**config.mk**
```make
export PLATFORM = sky130hd
export DESIGN_NAME = analog_hall_angle_tracker_unit
export DESIGN_NICKNAME = d
export VERILOG_FILES = /design/src/rtl/ahat_pkg.sv /design/src/rtl/ahat_ctrl.sv /design/src/rtl/ahat_dp.sv /design/src/rtl/analog_hall_angle_tracker_unit.sv
export SDC_FILE = /design/constraint.sdc
export NUM_CORES = 2
export LEC_CHECK = 0
export ABC_AREA = 1
export CORE_ASPECT_RATIO = 1.75
export CORE_MARGIN = 5
export CORE_UTILIZATION = 61
export DETAILED_ROUTE_END_ITERATION = 8
export DONT_BUFFER_PORTS = 1
export PLACE_DENSITY = 0.84
export RECOVER_POWER = 25
export SLEW_MARGIN = 40
export SYNTH_ARGS = -nofsm -noshare
export SYNTH_HDL_FRONTEND = slang
export SYNTH_SLANG_ARGS = --single-unit
```
**constraint.sdc**
```tcl
create_clock -name clk -period 7.73 [get_ports clk]
set_input_delay 0 -clock clk [delete_from_list [all_inputs] [get_ports clk]]
set_output_delay 0 -clock clk [all_outputs]
set_load 0.01 [all_outputs]
```
**src/rtl/ahat_pkg.sv**
```systemverilog
// Types, constants and the arctangent table of the Hall angle tracker
`timescale 1ns / 1ps

package ahat_pkg;

  localparam int HALL_W  = 12;
  localparam int ANGLE_W = 16;
  localparam int TOTAL_W = 32;
  localparam int PP_W    = 5;

  // APB: one register, the 5-bit pole_pairs on the 32-bit bus, at byte address 0
  localparam int DATA_W = 32;
  localparam int ADDR_W = 3;
  localparam int REG_W  = ADDR_W - 2;
  localparam logic [REG_W-1:0] REG_POLE_PAIRS = 1'd0;
  localparam logic [PP_W-1:0]  POLE_PAIRS_RST = 5'd1;

  // Clarke components: x is Q20, y = (b-c) * sqrt(3) in Q20
  localparam int FRAC  = 20;
  localparam int CW    = HALL_W + 24;
  localparam logic signed [22:0] SQRT3_Q20 = 23'sd1816187;

  // CORDIC angle, pi = 2^31
  localparam int ZW      = 34;
  localparam int ZMAG_W  = 32;
  localparam int Z_FRAC  = 31;
  localparam logic signed [ZW-1:0] Z_PI = 34'sh0_8000_0000;
  localparam int SCALE_W = 15;
  localparam logic [SCALE_W-1:0] ELEC_SCALE = 15'd32767;
  localparam int PROD_W  = ZMAG_W + SCALE_W;

  localparam logic [ANGLE_W-1:0] ELEC_PI   = 16'd32767;
  localparam logic [ANGLE_W-1:0] ELEC_HALF = 16'd16383;

  // magnitude of the electrical angle fits in 15 bits
  localparam int QW = ANGLE_W - 1;

  localparam int ATAN_LEN = 20;
  localparam int STEP_W   = 5;

  // datapath operations
  localparam int OP_W = 4;
  localparam logic [OP_W-1:0] OP_NONE   = 4'd0;
  localparam logic [OP_W-1:0] OP_LOAD   = 4'd1;
  localparam logic [OP_W-1:0] OP_PREP   = 4'd2;
  localparam logic [OP_W-1:0] OP_SET    = 4'd3;
  localparam logic [OP_W-1:0] OP_ROT    = 4'd4;
  localparam logic [OP_W-1:0] OP_ITER   = 4'd5;
  localparam logic [OP_W-1:0] OP_SCALE  = 4'd6;
  localparam logic [OP_W-1:0] OP_NORM   = 4'd7;
  localparam logic [OP_W-1:0] OP_DIVI   = 4'd8;
  localparam logic [OP_W-1:0] OP_DIVS   = 4'd9;
  localparam logic [OP_W-1:0] OP_MECH   = 4'd10;
  localparam logic [OP_W-1:0] OP_COMMIT = 4'd11;

  typedef struct packed {
    logic                      cmd;
    logic [HALL_W-1:0]         hall_a;
    logic [HALL_W-1:0]         hall_b;
    logic [HALL_W-1:0]         hall_c;
    logic signed [ANGLE_W-1:0] new_mech_angle;
  } sample_t;

  typedef struct packed {
    logic signed [ANGLE_W-1:0] elec_angle;
    logic signed [ANGLE_W-1:0] mech_angle;
    logic signed [ANGLE_W-1:0] mech_delta;
    logic signed [TOTAL_W-1:0] mech_angle_total;
  } angle_t;

  typedef struct packed {
    logic [OP_W-1:0]   op;
    logic [STEP_W-1:0] step;
  } dp_cmd_t;

  typedef struct packed {
    logic is_set;
    logic axis;
  } dp_status_t;

  // atan(2^-i), pi = 2^31
  function automatic logic [31:0] atan_val(input logic [STEP_W-1:0] i);
    logic [31:0] v;
    unique case (i)
      5'd0:    v = 32'h20000000;
      5'd1:    v = 32'h12E4051E;
      5'd2:    v = 32'h09FB385B;
      5'd3:    v = 32'h051111D4;
      5'd4:    v = 32'h028B0D43;
      5'd5:    v = 32'h0145D7E1;
      5'd6:    v = 32'h00A2F61E;
      5'd7:    v = 32'h00517C55;
      5'd8:    v = 32'h0028BE53;
      5'd9:    v = 32'h00145F2F;
      5'd10:   v = 32'h000A2F98;
      5'd11:   v = 32'h000517CC;
      5'd12:   v = 32'h00028BE6;
      5'd13:   v = 32'h000145F3;
      5'd14:   v = 32'h0000A2F9;
      5'd15:   v = 32'h0000517C;
      5'd16:   v = 32'h000028BE;
      5'd17:   v = 32'h0000145F;
      5'd18:   v = 32'h00000A2F;
      5'd19:   v = 32'h00000517;
      default: v = 32'h0;
    endcase
    return v;
  endfunction

endpackage

```
**src/rtl/ahat_ctrl.sv**
```systemverilog
// Sequencer of the Hall angle tracker: handshakes and datapath operations
`timescale 1ns / 1ps

module ahat_ctrl import ahat_pkg::*; #(
  parameter int CORDIC_STEPS = 16
) (
  input  logic       clk,
  input  logic       rst,
  input  logic       sample_valid,
  output logic       sample_stall,
  output logic       angle_valid,
  input  logic       angle_stall,
  input  dp_status_t status,
  output dp_cmd_t    dp_cmd
);

  localparam logic [3:0] S_IDLE  = 4'd0;
  localparam logic [3:0] S_PREP  = 4'd1;
  localparam logic [3:0] S_ROT   = 4'd2;
  localparam logic [3:0] S_ITER  = 4'd3;
  localparam logic [3:0] S_SCALE = 4'd4;
  localparam logic [3:0] S_NORM  = 4'd5;
  localparam logic [3:0] S_DIVI  = 4'd6;
  localparam logic [3:0] S_DIVS  = 4'd7;
  localparam logic [3:0] S_MECH  = 4'd8;
  localparam logic [3:0] S_FIN   = 4'd9;

  localparam logic [STEP_W-1:0] CORDIC_LAST = STEP_W'(CORDIC_STEPS - 1);
  localparam logic [STEP_W-1:0] DIV_LAST    = STEP_W'(QW - 1);

  logic [3:0]        state, state_next;
  logic [STEP_W-1:0] cnt, cnt_next;
  logic              commit;

  // nothing is taken while reset is held
  assign sample_stall = rst || (state != S_IDLE);

  always_comb begin
    state_next  = state;
    cnt_next    = cnt;
    commit      = 1'b0;
    dp_cmd.op   = OP_NONE;
    dp_cmd.step = cnt;
    unique case (state)
      S_IDLE: begin
        if (sample_valid) begin
          dp_cmd.op  = OP_LOAD;
          state_next = S_PREP;
        end
      end
      S_PREP: begin
        if (status.is_set) begin
          dp_cmd.op  = OP_SET;
          state_next = S_FIN;
        end else begin
          dp_cmd.op  = OP_PREP;
          state_next = S_ROT;
        end
      end
      S_ROT: begin
        dp_cmd.op = OP_ROT;
        cnt_next  = '0;
        // vectors on an axis need no rotation
        state_next = status.axis ? S_DIVI : S_ITER;
      end
      S_ITER: begin
        dp_cmd.op = OP_ITER;
        if (cnt == CORDIC_LAST) begin
          state_next = S_SCALE;
        end else begin
          cnt_next = cnt + 1'b1;
        end
      end
      S_SCALE: begin
        dp_cmd.op  = OP_SCALE;
        state_next = S_NORM;
      end
      S_NORM: begin
        dp_cmd.op  = OP_NORM;
        state_next = S_DIVI;
      end
      S_DIVI: begin
        dp_cmd.op  = OP_DIVI;
        cnt_next   = '0;
        state_next = S_DIVS;
      end
      S_DIVS: begin
        dp_cmd.op = OP_DIVS;
        if (cnt == DIV_LAST) begin
          state_next = S_MECH;
        end else begin
          cnt_next = cnt + 1'b1;
        end
      end
      S_MECH: begin
        dp_cmd.op  = OP_MECH;
        state_next = S_FIN;
      end
      S_FIN: begin
        // output register must be empty or emptying
        if (!angle_valid || !angle_stall) begin
          dp_cmd.op  = OP_COMMIT;
          commit     = 1'b1;
          state_next = S_IDLE;
        end
      end
      default: begin
        state_next = S_IDLE;
      end
    endcase
  end

  always_ff @(posedge clk) begin
    if (rst) begin
      state       <= S_IDLE;
      cnt         <= '0;
      angle_valid <= 1'b0;
    end else begin
      state       <= state_next;
      cnt         <= cnt_next;
      angle_valid <= commit || (angle_valid && angle_stall);
    end
  end

endmodule

```
**src/rtl/ahat_dp.sv**
```systemverilog
// Datapath: Clarke components, CORDIC vectoring, scaling, pole pair divider, totals
`timescale 1ns / 1ps

module ahat_dp import ahat_pkg::*; #(
  parameter int ADC_BITS = 12
) (
  input  logic            clk,
  input  logic            rst,
  input  dp_cmd_t         dp_cmd,
  output dp_status_t      status,
  input  sample_t         sample,
  input  logic [PP_W-1:0] pole_pairs,
  output angle_t          angle
);

  localparam int AW = (ADC_BITS < HALL_W) ? ADC_BITS : HALL_W;
  localparam logic [HALL_W-1:0] ADC_MASK = HALL_W'((64'd1 << AW) - 64'd1);

  logic                      cmd_bit;
  logic signed [HALL_W+1:0]  d_r;
  logic signed [HALL_W:0]    e_r;
  logic [ANGLE_W-1:0]        nma_r;
  logic signed [CW-1:0]      x_r, y_r;
  logic signed [ZW-1:0]      z_r;
  logic [PROD_W-1:0]         prod_r;
  logic                      zneg_r;
  logic [ANGLE_W-1:0]        elec_r, mech_r;
  logic [QW-1:0]             q_r;
  logic [PP_W-1:0]           rem_r;
  logic                      dneg_r;
  logic [ANGLE_W-1:0]        last_r;
  logic [TOTAL_W-1:0]        total_r;
  angle_t                    angle_r;

  logic [HALL_W-1:0]         ha, hb, hc;
  logic signed [HALL_W+1:0]  d_next;
  logic signed [HALL_W:0]    e_next;
  logic signed [CW-1:0]      y_mul, xs, ys;
  logic signed [ZW-1:0]      atan_z, zc;
  logic                      zneg;
  logic [ZMAG_W-1:0]         zmag;
  logic [PROD_W-1:0]         prod_next;
  logic [ANGLE_W-1:0]        mag16, elec_abs, set_elec, delta;
  logic [PP_W-1:0]           ppe;
  logic [PP_W:0]             rw, rw_sub;
  logic                      rw_ge;
  logic [TOTAL_W-1:0]        total_next;

  always_comb begin
    ha = sample.hall_a & ADC_MASK;
    hb = sample.hall_b & ADC_MASK;
    hc = sample.hall_c & ADC_MASK;
    d_next = $signed({1'b0, ha, 1'b0}) - $signed({2'b00, hb}) - $signed({2'b00, hc});
    e_next = $signed({1'b0, hb}) - $signed({1'b0, hc});

    y_mul  = CW'(e_r) * CW'(SQRT3_Q20);
    xs     = x_r >>> dp_cmd.step;
    ys     = y_r >>> dp_cmd.step;
    atan_z = ZW'(atan_val(dp_cmd.step));

    // clamp to [-pi, pi], then scale the magnitude by 32767 / 2^31
    if (z_r > Z_PI) begin
      zc = Z_PI;
    end else if (z_r < -Z_PI) begin
      zc = -Z_PI;
    end else begin
      zc = z_r;
    end
    zneg      = zc[ZW-1];
    zmag      = zneg ? ZMAG_W'(-zc) : ZMAG_W'(zc);
    prod_next = PROD_W'(zmag) * PROD_W'(ELEC_SCALE);
    mag16     = prod_r[Z_FRAC +: ANGLE_W];

    elec_abs = elec_r[ANGLE_W-1] ? -elec_r : elec_r;
    ppe      = (pole_pairs == '0) ? PP_W'(1) : pole_pairs;
    set_elec = nma_r * ANGLE_W'(ppe);

    // restoring divide, one quotient bit per step
    rw     = {rem_r, q_r[QW-1]};
    rw_ge  = (rw >= {1'b0, ppe});
    rw_sub = rw - {1'b0, ppe};

    delta      = cmd_bit ? '0 : (mech_r - last_r);
    total_next = cmd_bit ? total_r
                         : total_r + {{(TOTAL_W-ANGLE_W){delta[ANGLE_W-1]}}, delta};
  end

  assign status.is_set = cmd_bit;
  assign status.axis   = (x_r == '0) || (y_r == '0);
  assign angle         = angle_r;

  // tracking state
  always_ff @(posedge clk) begin
    if (rst) begin
      last_r  <= '0;
      total_r <= '0;
    end else if (dp_cmd.op == OP_COMMIT) begin
      last_r  <= mech_r;
      total_r <= total_next;
    end
  end

  always_ff @(posedge clk) begin
    unique case (dp_cmd.op)
      OP_LOAD: begin
        cmd_bit <= sample.cmd;
        d_r     <= d_next;
        e_r     <= e_next;
        nma_r   <= sample.new_mech_angle;
      end
      OP_PREP: begin
        x_r <= CW'(d_r) <<< FRAC;
        y_r <= y_mul;
      end
      OP_SET: begin
        mech_r <= nma_r;
        elec_r <= set_elec;
      end
      OP_ROT: begin
        priority if (y_r == '0) begin
          elec_r <= (x_r < 0) ? ELEC_PI : '0;
        end else if (x_r == '0) begin
          elec_r <= (y_r > 0) ? ELEC_HALF : -ELEC_HALF;
        end else if (x_r < 0) begin
          // left half plane: rotate by pi first
          z_r <= (y_r >= 0) ? Z_PI : -Z_PI;
          x_r <= -x_r;
          y_r <= -y_r;
        end else begin
          z_r <= '0;
        end
      end
      OP_ITER: begin
        if (!y_r[CW-1]) begin
          x_r <= x_r + ys;
          y_r <= y_r - xs;
          z_r <= z_r + atan_z;
        end else begin
          x_r <= x_r - ys;
          y_r <= y_r + xs;
          z_r <= z_r - atan_z;
        end
      end
      OP_SCALE: begin
        prod_r <= prod_next;
        zneg_r <= zneg;
      end
      OP_NORM: begin
        elec_r <= zneg_r ? -mag16 : mag16;
      end
      OP_DIVI: begin
        q_r    <= elec_abs[QW-1:0];
        rem_r  <= '0;
        dneg_r <= elec_r[ANGLE_W-1];
      end
      OP_DIVS: begin
        if (rw_ge) begin
          rem_r <= rw_sub[PP_W-1:0];
          q_r   <= {q_r[QW-2:0], 1'b1};
        end else begin
          rem_r <= rw[PP_W-1:0];
          q_r   <= {q_r[QW-2:0], 1'b0};
        end
      end
      OP_MECH: begin
        mech_r <= dneg_r ? -ANGLE_W'(q_r) : ANGLE_W'(q_r);
      end
      OP_COMMIT: begin
        angle_r.elec_angle       <= elec_r;
        angle_r.mech_angle       <= mech_r;
        angle_r.mech_delta       <= delta;
        angle_r.mech_angle_total <= total_next;
      end
      default: begin
      end
    endcase
  end

endmodule

```
**src/rtl/analog_hall_angle_tracker_unit.sv**
```systemverilog
// Channel  Dir  Handshake                   Payload
// sample   in   sample_valid / sample_stall sample_t: cmd, hall_a/b/c, new_mech_angle
// angle    out  angle_valid / angle_stall   angle_t: elec, mech, delta, total
// config   in   APB psel/penable/pwrite     pole_pairs at byte address 0x0
//
// Hall sample: after acceptance the sequencer runs PREP, ROT, CORDIC_STEPS CORDIC
// iterations, SCALE, NORM, DIVI, the 15-step pole pair divider, MECH and FIN.
// Vectors on an axis skip the CORDIC loop, SCALE and NORM. Set command: PREP, FIN.
// One transaction in flight; sample_stall is high from acceptance until the result
// is loaded into the output register, which holds it while angle_stall is high.
// Synchronous reset: pole_pairs = 1, angle_valid and total cleared, sample_stall held high.
`timescale 1ns / 1ps

module analog_hall_angle_tracker_unit import ahat_pkg::*; #(
  parameter int ADC_BITS     = 12,
  parameter int CORDIC_STEPS = 16
) (
  input  logic              clk,
  input  logic              rst,
  input  logic              psel,
  input  logic              penable,
  input  logic              pwrite,
  input  logic [ADDR_W-1:0] paddr,
  input  logic [DATA_W-1:0] pwdata,
  output logic [DATA_W-1:0] prdata,
  output logic              pready,
  input  logic              sample_valid,
  output logic              sample_stall,
  input  sample_t           sample,
  output logic              angle_valid,
  input  logic              angle_stall,
  output angle_t            angle
);

  logic [PP_W-1:0] pole_pairs;
  logic            reg_sel;
  dp_cmd_t         dp_cmd;
  dp_status_t      status;

  assign pready  = 1'b1;
  assign reg_sel = (paddr[ADDR_W-1:2] == REG_POLE_PAIRS);
  assign prdata  = reg_sel ? DATA_W'(pole_pairs) : '0;

  always_ff @(posedge clk) begin
    if (rst) begin
      pole_pairs <= POLE_PAIRS_RST;
    end else if (psel && penable && pwrite && pready && reg_sel) begin
      pole_pairs <= pwdata[PP_W-1:0];
    end
  end

  ahat_ctrl #(
    .CORDIC_STEPS(CORDIC_STEPS)
  ) u_ctrl (
    .clk          (clk),
    .rst          (rst),
    .sample_valid (sample_valid),
    .sample_stall (sample_stall),
    .angle_valid  (angle_valid),
    .angle_stall  (angle_stall),
    .status       (status),
    .dp_cmd       (dp_cmd)
  );

  ahat_dp #(
    .ADC_BITS(ADC_BITS)
  ) u_dp (
    .clk        (clk),
    .rst        (rst),
    .dp_cmd     (dp_cmd),
    .status     (status),
    .sample     (sample),
    .pole_pairs (pole_pairs),
    .angle      (angle)
  );

endmodule

```
==> qor.yml <==
timing:
  finalCriticalPeriod_ns: 7.64
  rsz0062_at_grt: "true"
  fin_crit_sh_pct: 98.9
  fmax_mhz: 131
  tightest_slew_ns: 1.96
  max-slew-margin-rel_pct: -30.7
  final-setup-viol-count: 0
  final-max-slew-violation-count: 64
  finClkSkew_ns: 0.0346
  hold_violations: 0
final_layout:
  final_cell_mix: "nand2_1 (1414), inv_1 (1085), nand3_1 (648), nor2_1 (536), ha_1 (432)"
  drive_above_1_share_pct: 11.2
  final_area_um2: 58300
  area_delta_synth_final_pct: 12.5
  nNetsFinal: 8282
  final_common_cell: "nand2_1"
worst_hold_path:
  min_from: "sample[13]"
  whs_endpoint: "u_dp.nma_r[13]$_DFFE_PN_"
  hold_depth: 1
  hp-class: "input pin to flip-flop"
global_routing:
  grt_overflow: 0
  track_usage_pct: 39.7
  grt_pass1_vias: 52565
  gr-max-usage-layer: "met2"
  grt_pass1_wl_mm: 283
  use_met3_pct: 7.23
  grt_max_degree: 80
  global_route.usage.met1_pct: 35.9
  met2_usage_pct: 71.8
  antenna_found_initial: 2
routing:
  dr.first_iter.drc_count: 4230
  routed_via_density: 6.15
  wirelength_mm: 187
  antenna_left: 0
  route.detailed.drc: 0
  num_vias: 51918
  wire_per_inst_um: 22.2
  dr.pass1.iters: 8
logic_synthesis:
  ys.flop_type: "edfxtp_1"
  synth_edf_count: 300
  yosysTopAreaCellShare_pct: 17.4
  synthArstFlopShare_pct: 0
  synth_top_cell_by_area: "edfxtp_1"
  postSynthAreaPerCell_um2: 7.30
  yosys_warnings: 0
  syn_inst: 7090
  yosysUniqueCellTypes: 64
  seq_area_frac_synth_pct: 21.0
  syn_area_um2: 51800
  yosys-top-cells-area: "edfxtp_1 (17%), fa_1 (15%), ha_1 (11%), nand2_1 (11%), inv_1 (8.1%)"
  synth.ff_latch_count: 393
floorplanning:
  io_pins: 210
  fp.coreArea_um2: 84300
  start_util_pct: 61.4
  die_area_um2: 91000
  rows: 141
  die_w_um: 230
  fp.dieH_um: 395
clocking:
  numCtsBuffers: 41
  clock_sinks: 393
  cts-root-buf: "clkbuf_16"
  clk_pin_slew_ns: 0.07
  h-tree-depth: 2
  clk_latency_ns: 0.65
  cts_max_path_buffers: 3
  cts_tree: "built"
critical_path:
  rr_startpoint: "u_dp.z_r[28]$_SDFFCE_PN0P_"
  endpoint_kind: "flip-flop"
  r2r_setup_slack_ns: 0.09
  cp_common_cell: "fa_1"
  crit_path_top_delay_cell: "fa_1"
  rr_worst_depth: 33
  crit_path_max_fanout: 4
  max_stage_delay_ns: 0.58
  timing.rr.end: "u_dp.prod_r[43]$_DFFE_PN_"
  setup.worst_path.class: "flip-flop to flip-flop"
  cp_data_required_time_ns: 8.09
  cp_num_cells: 33
  crit_buf_inv: 6
  path_delay_family: "adder cells"
  critPathLaunchType: "flip-flop"
  critical_path_arrival_ns: 8.00
placement:
  io_buffers: 0
  dp_hpwl_mm: 146
  gp_congestion: 1.08
  place_area_um2: 54300
run:
  drv_cap: 2
outcome:
  violations: "capacitance limit, slew limit"
  status: "finished, violations left"
-- kinds of logic after synthesis --
kind of cell	Yosys count	share of synthesized area, %
AND/OR/NAND/NOR	3066	25.6
XOR/XNOR	245	4.16
AO/OA/AOI/OAI	1205	13.2
flip-flops	393	21.0
other	2	0.0145
adder cells (fa/ha/maj)	845	25.9
buffers and inverters	1334	10.1
-- registers in the layout (all words and copies together), names as in the netlist, 30 cells and up --
| register | count |
|---|---|
| u_dp.z_r | 34 |
| u_dp.y_r | 36 |
| u_dp.angle | 80 |
| u_dp.total_r | 32 |
| u_dp.x_r | 36 |
| u_dp.atan_z | 30 |
-- metrics by stage --
stage                     hold WS (ns)  TNS [ns]  utilization (%)  worst slack [ns]  instances
after floorplan                 0.0475         0                -             0.314       7116
after global placement          0.0542     -1.12             64.4            -0.290       8252
after detailed placement        0.0525     -2.40             64.4            -0.259       8254
after CTS                     0.000775         0             67.2          0.000198       8410
after global routing            0.0142     -1.83             69.1            -0.192       8446
final                          0.00662         0             69.1            0.0856       8447
-- synthesized netlist by cell type (5+ instances only) --
master,instances
nor2_2,12
buf_1,27
o21ai_2,9
o311ai_0,14
a31oi_1,40
nand4_1,65
or2_2,74
buf_6,6
nand2_1,1472
o211ai_1,49
nand3_1,667
ha_1,468
nor4_1,30
xnor2_1,73
nor2_4,5
buf_2,40
a221oi_1,12
o221ai_1,17
o21ai_0,421
dfxtp_1,93
o2111ai_1,8
o31ai_1,13
o21ai_1,15
clkbuf_1,92
nand2_2,29
nand3b_1,11
o22ai_1,10
nand3_2,11
edfxtp_1,300
a211oi_1,6
nor2_1,572
inv_1,1116
o21bai_1,35
a21o_1,36
a21boi_0,17
o21a_1,33
inv_2,12
xor2_1,171
a21oi_1,454
nor3_1,100
buf_4,37
fa_1,377
-- timing repair --
action                                 in CTS  in global routing
resized for setup                          62                305
cloned                                      0                  1
setup buffers                               3                 35
endpoints found under the hold margin     146                  1
setup endpoints to repair                  16                 16
pin swaps                                  10                157
hold buffers                               78                  1
-- worst max-delay path by stage --
stage / slack (ns) / end / start
after global placement: -0.29 / u_dp.prod_r[37]$_DFFE_PN_ / u_dp.z_r[31]$_DFFE_PP_
after CTS: 0.0002 / u_dp.prod_r[43]$_DFFE_PN_ / u_dp.z_r[3]$_SDFFCE_PN0P_
after detailed placement: -0.26 / u_dp.prod_r[36]$_DFFE_PN_ / u_dp.z_r[32]$_DFFE_PP_
after floorplan: 0.31 / u_dp.prod_r[43]$_DFFE_PN_ / u_dp.z_r[32]$_DFFE_PP_
after global routing: -0.19 / u_dp.prod_r[40]$_DFFE_PN_ / u_dp.z_r[3]$_SDFFCE_PN0P_
final: 0.09 / u_dp.prod_r[43]$_DFFE_PN_ / u_dp.z_r[28]$_SDFFCE_PN0P_
-- cell type report --
cell class / count / area [um^2]
multi-input combinational: 5389 / 37200
fill: 6819 / 26100
sequential: 393 / 10900
inverter: 1131 / 4250
timing repair buffer: 386 / 3220
tap: 1072 / 1340
clock buffer: 50 / 1120
clock inverter: 25 / 208
antenna: 1 / 2.50
-- per-layer routing --
metal / up-vias / part of all wire [%]
met5: - / 0.0075
li1: 23847 / -
met4: 2 / 13
met1: 24132 / 30
met2: 2757 / 50
met3: 1180 / 6.8
-- worst register-to-register path, delay by kind of cell, from the launching register on --
family / cells / cell delay [ns]
AO/OA/AOI/OAI: 4 / 0.72
AND/OR/NAND/NOR: 13 / 1.79
XOR/XNOR: 2 / 0.32
adder cells (fa/ha/maj): 8 / 3.53
flip-flops: 1 / 0.38
buffers and inverters: 6 / 0.62
Power is left out: the tool's default activity adds up to more than one toggle a clock period on the data nets, which glitch-free logic cannot reach.
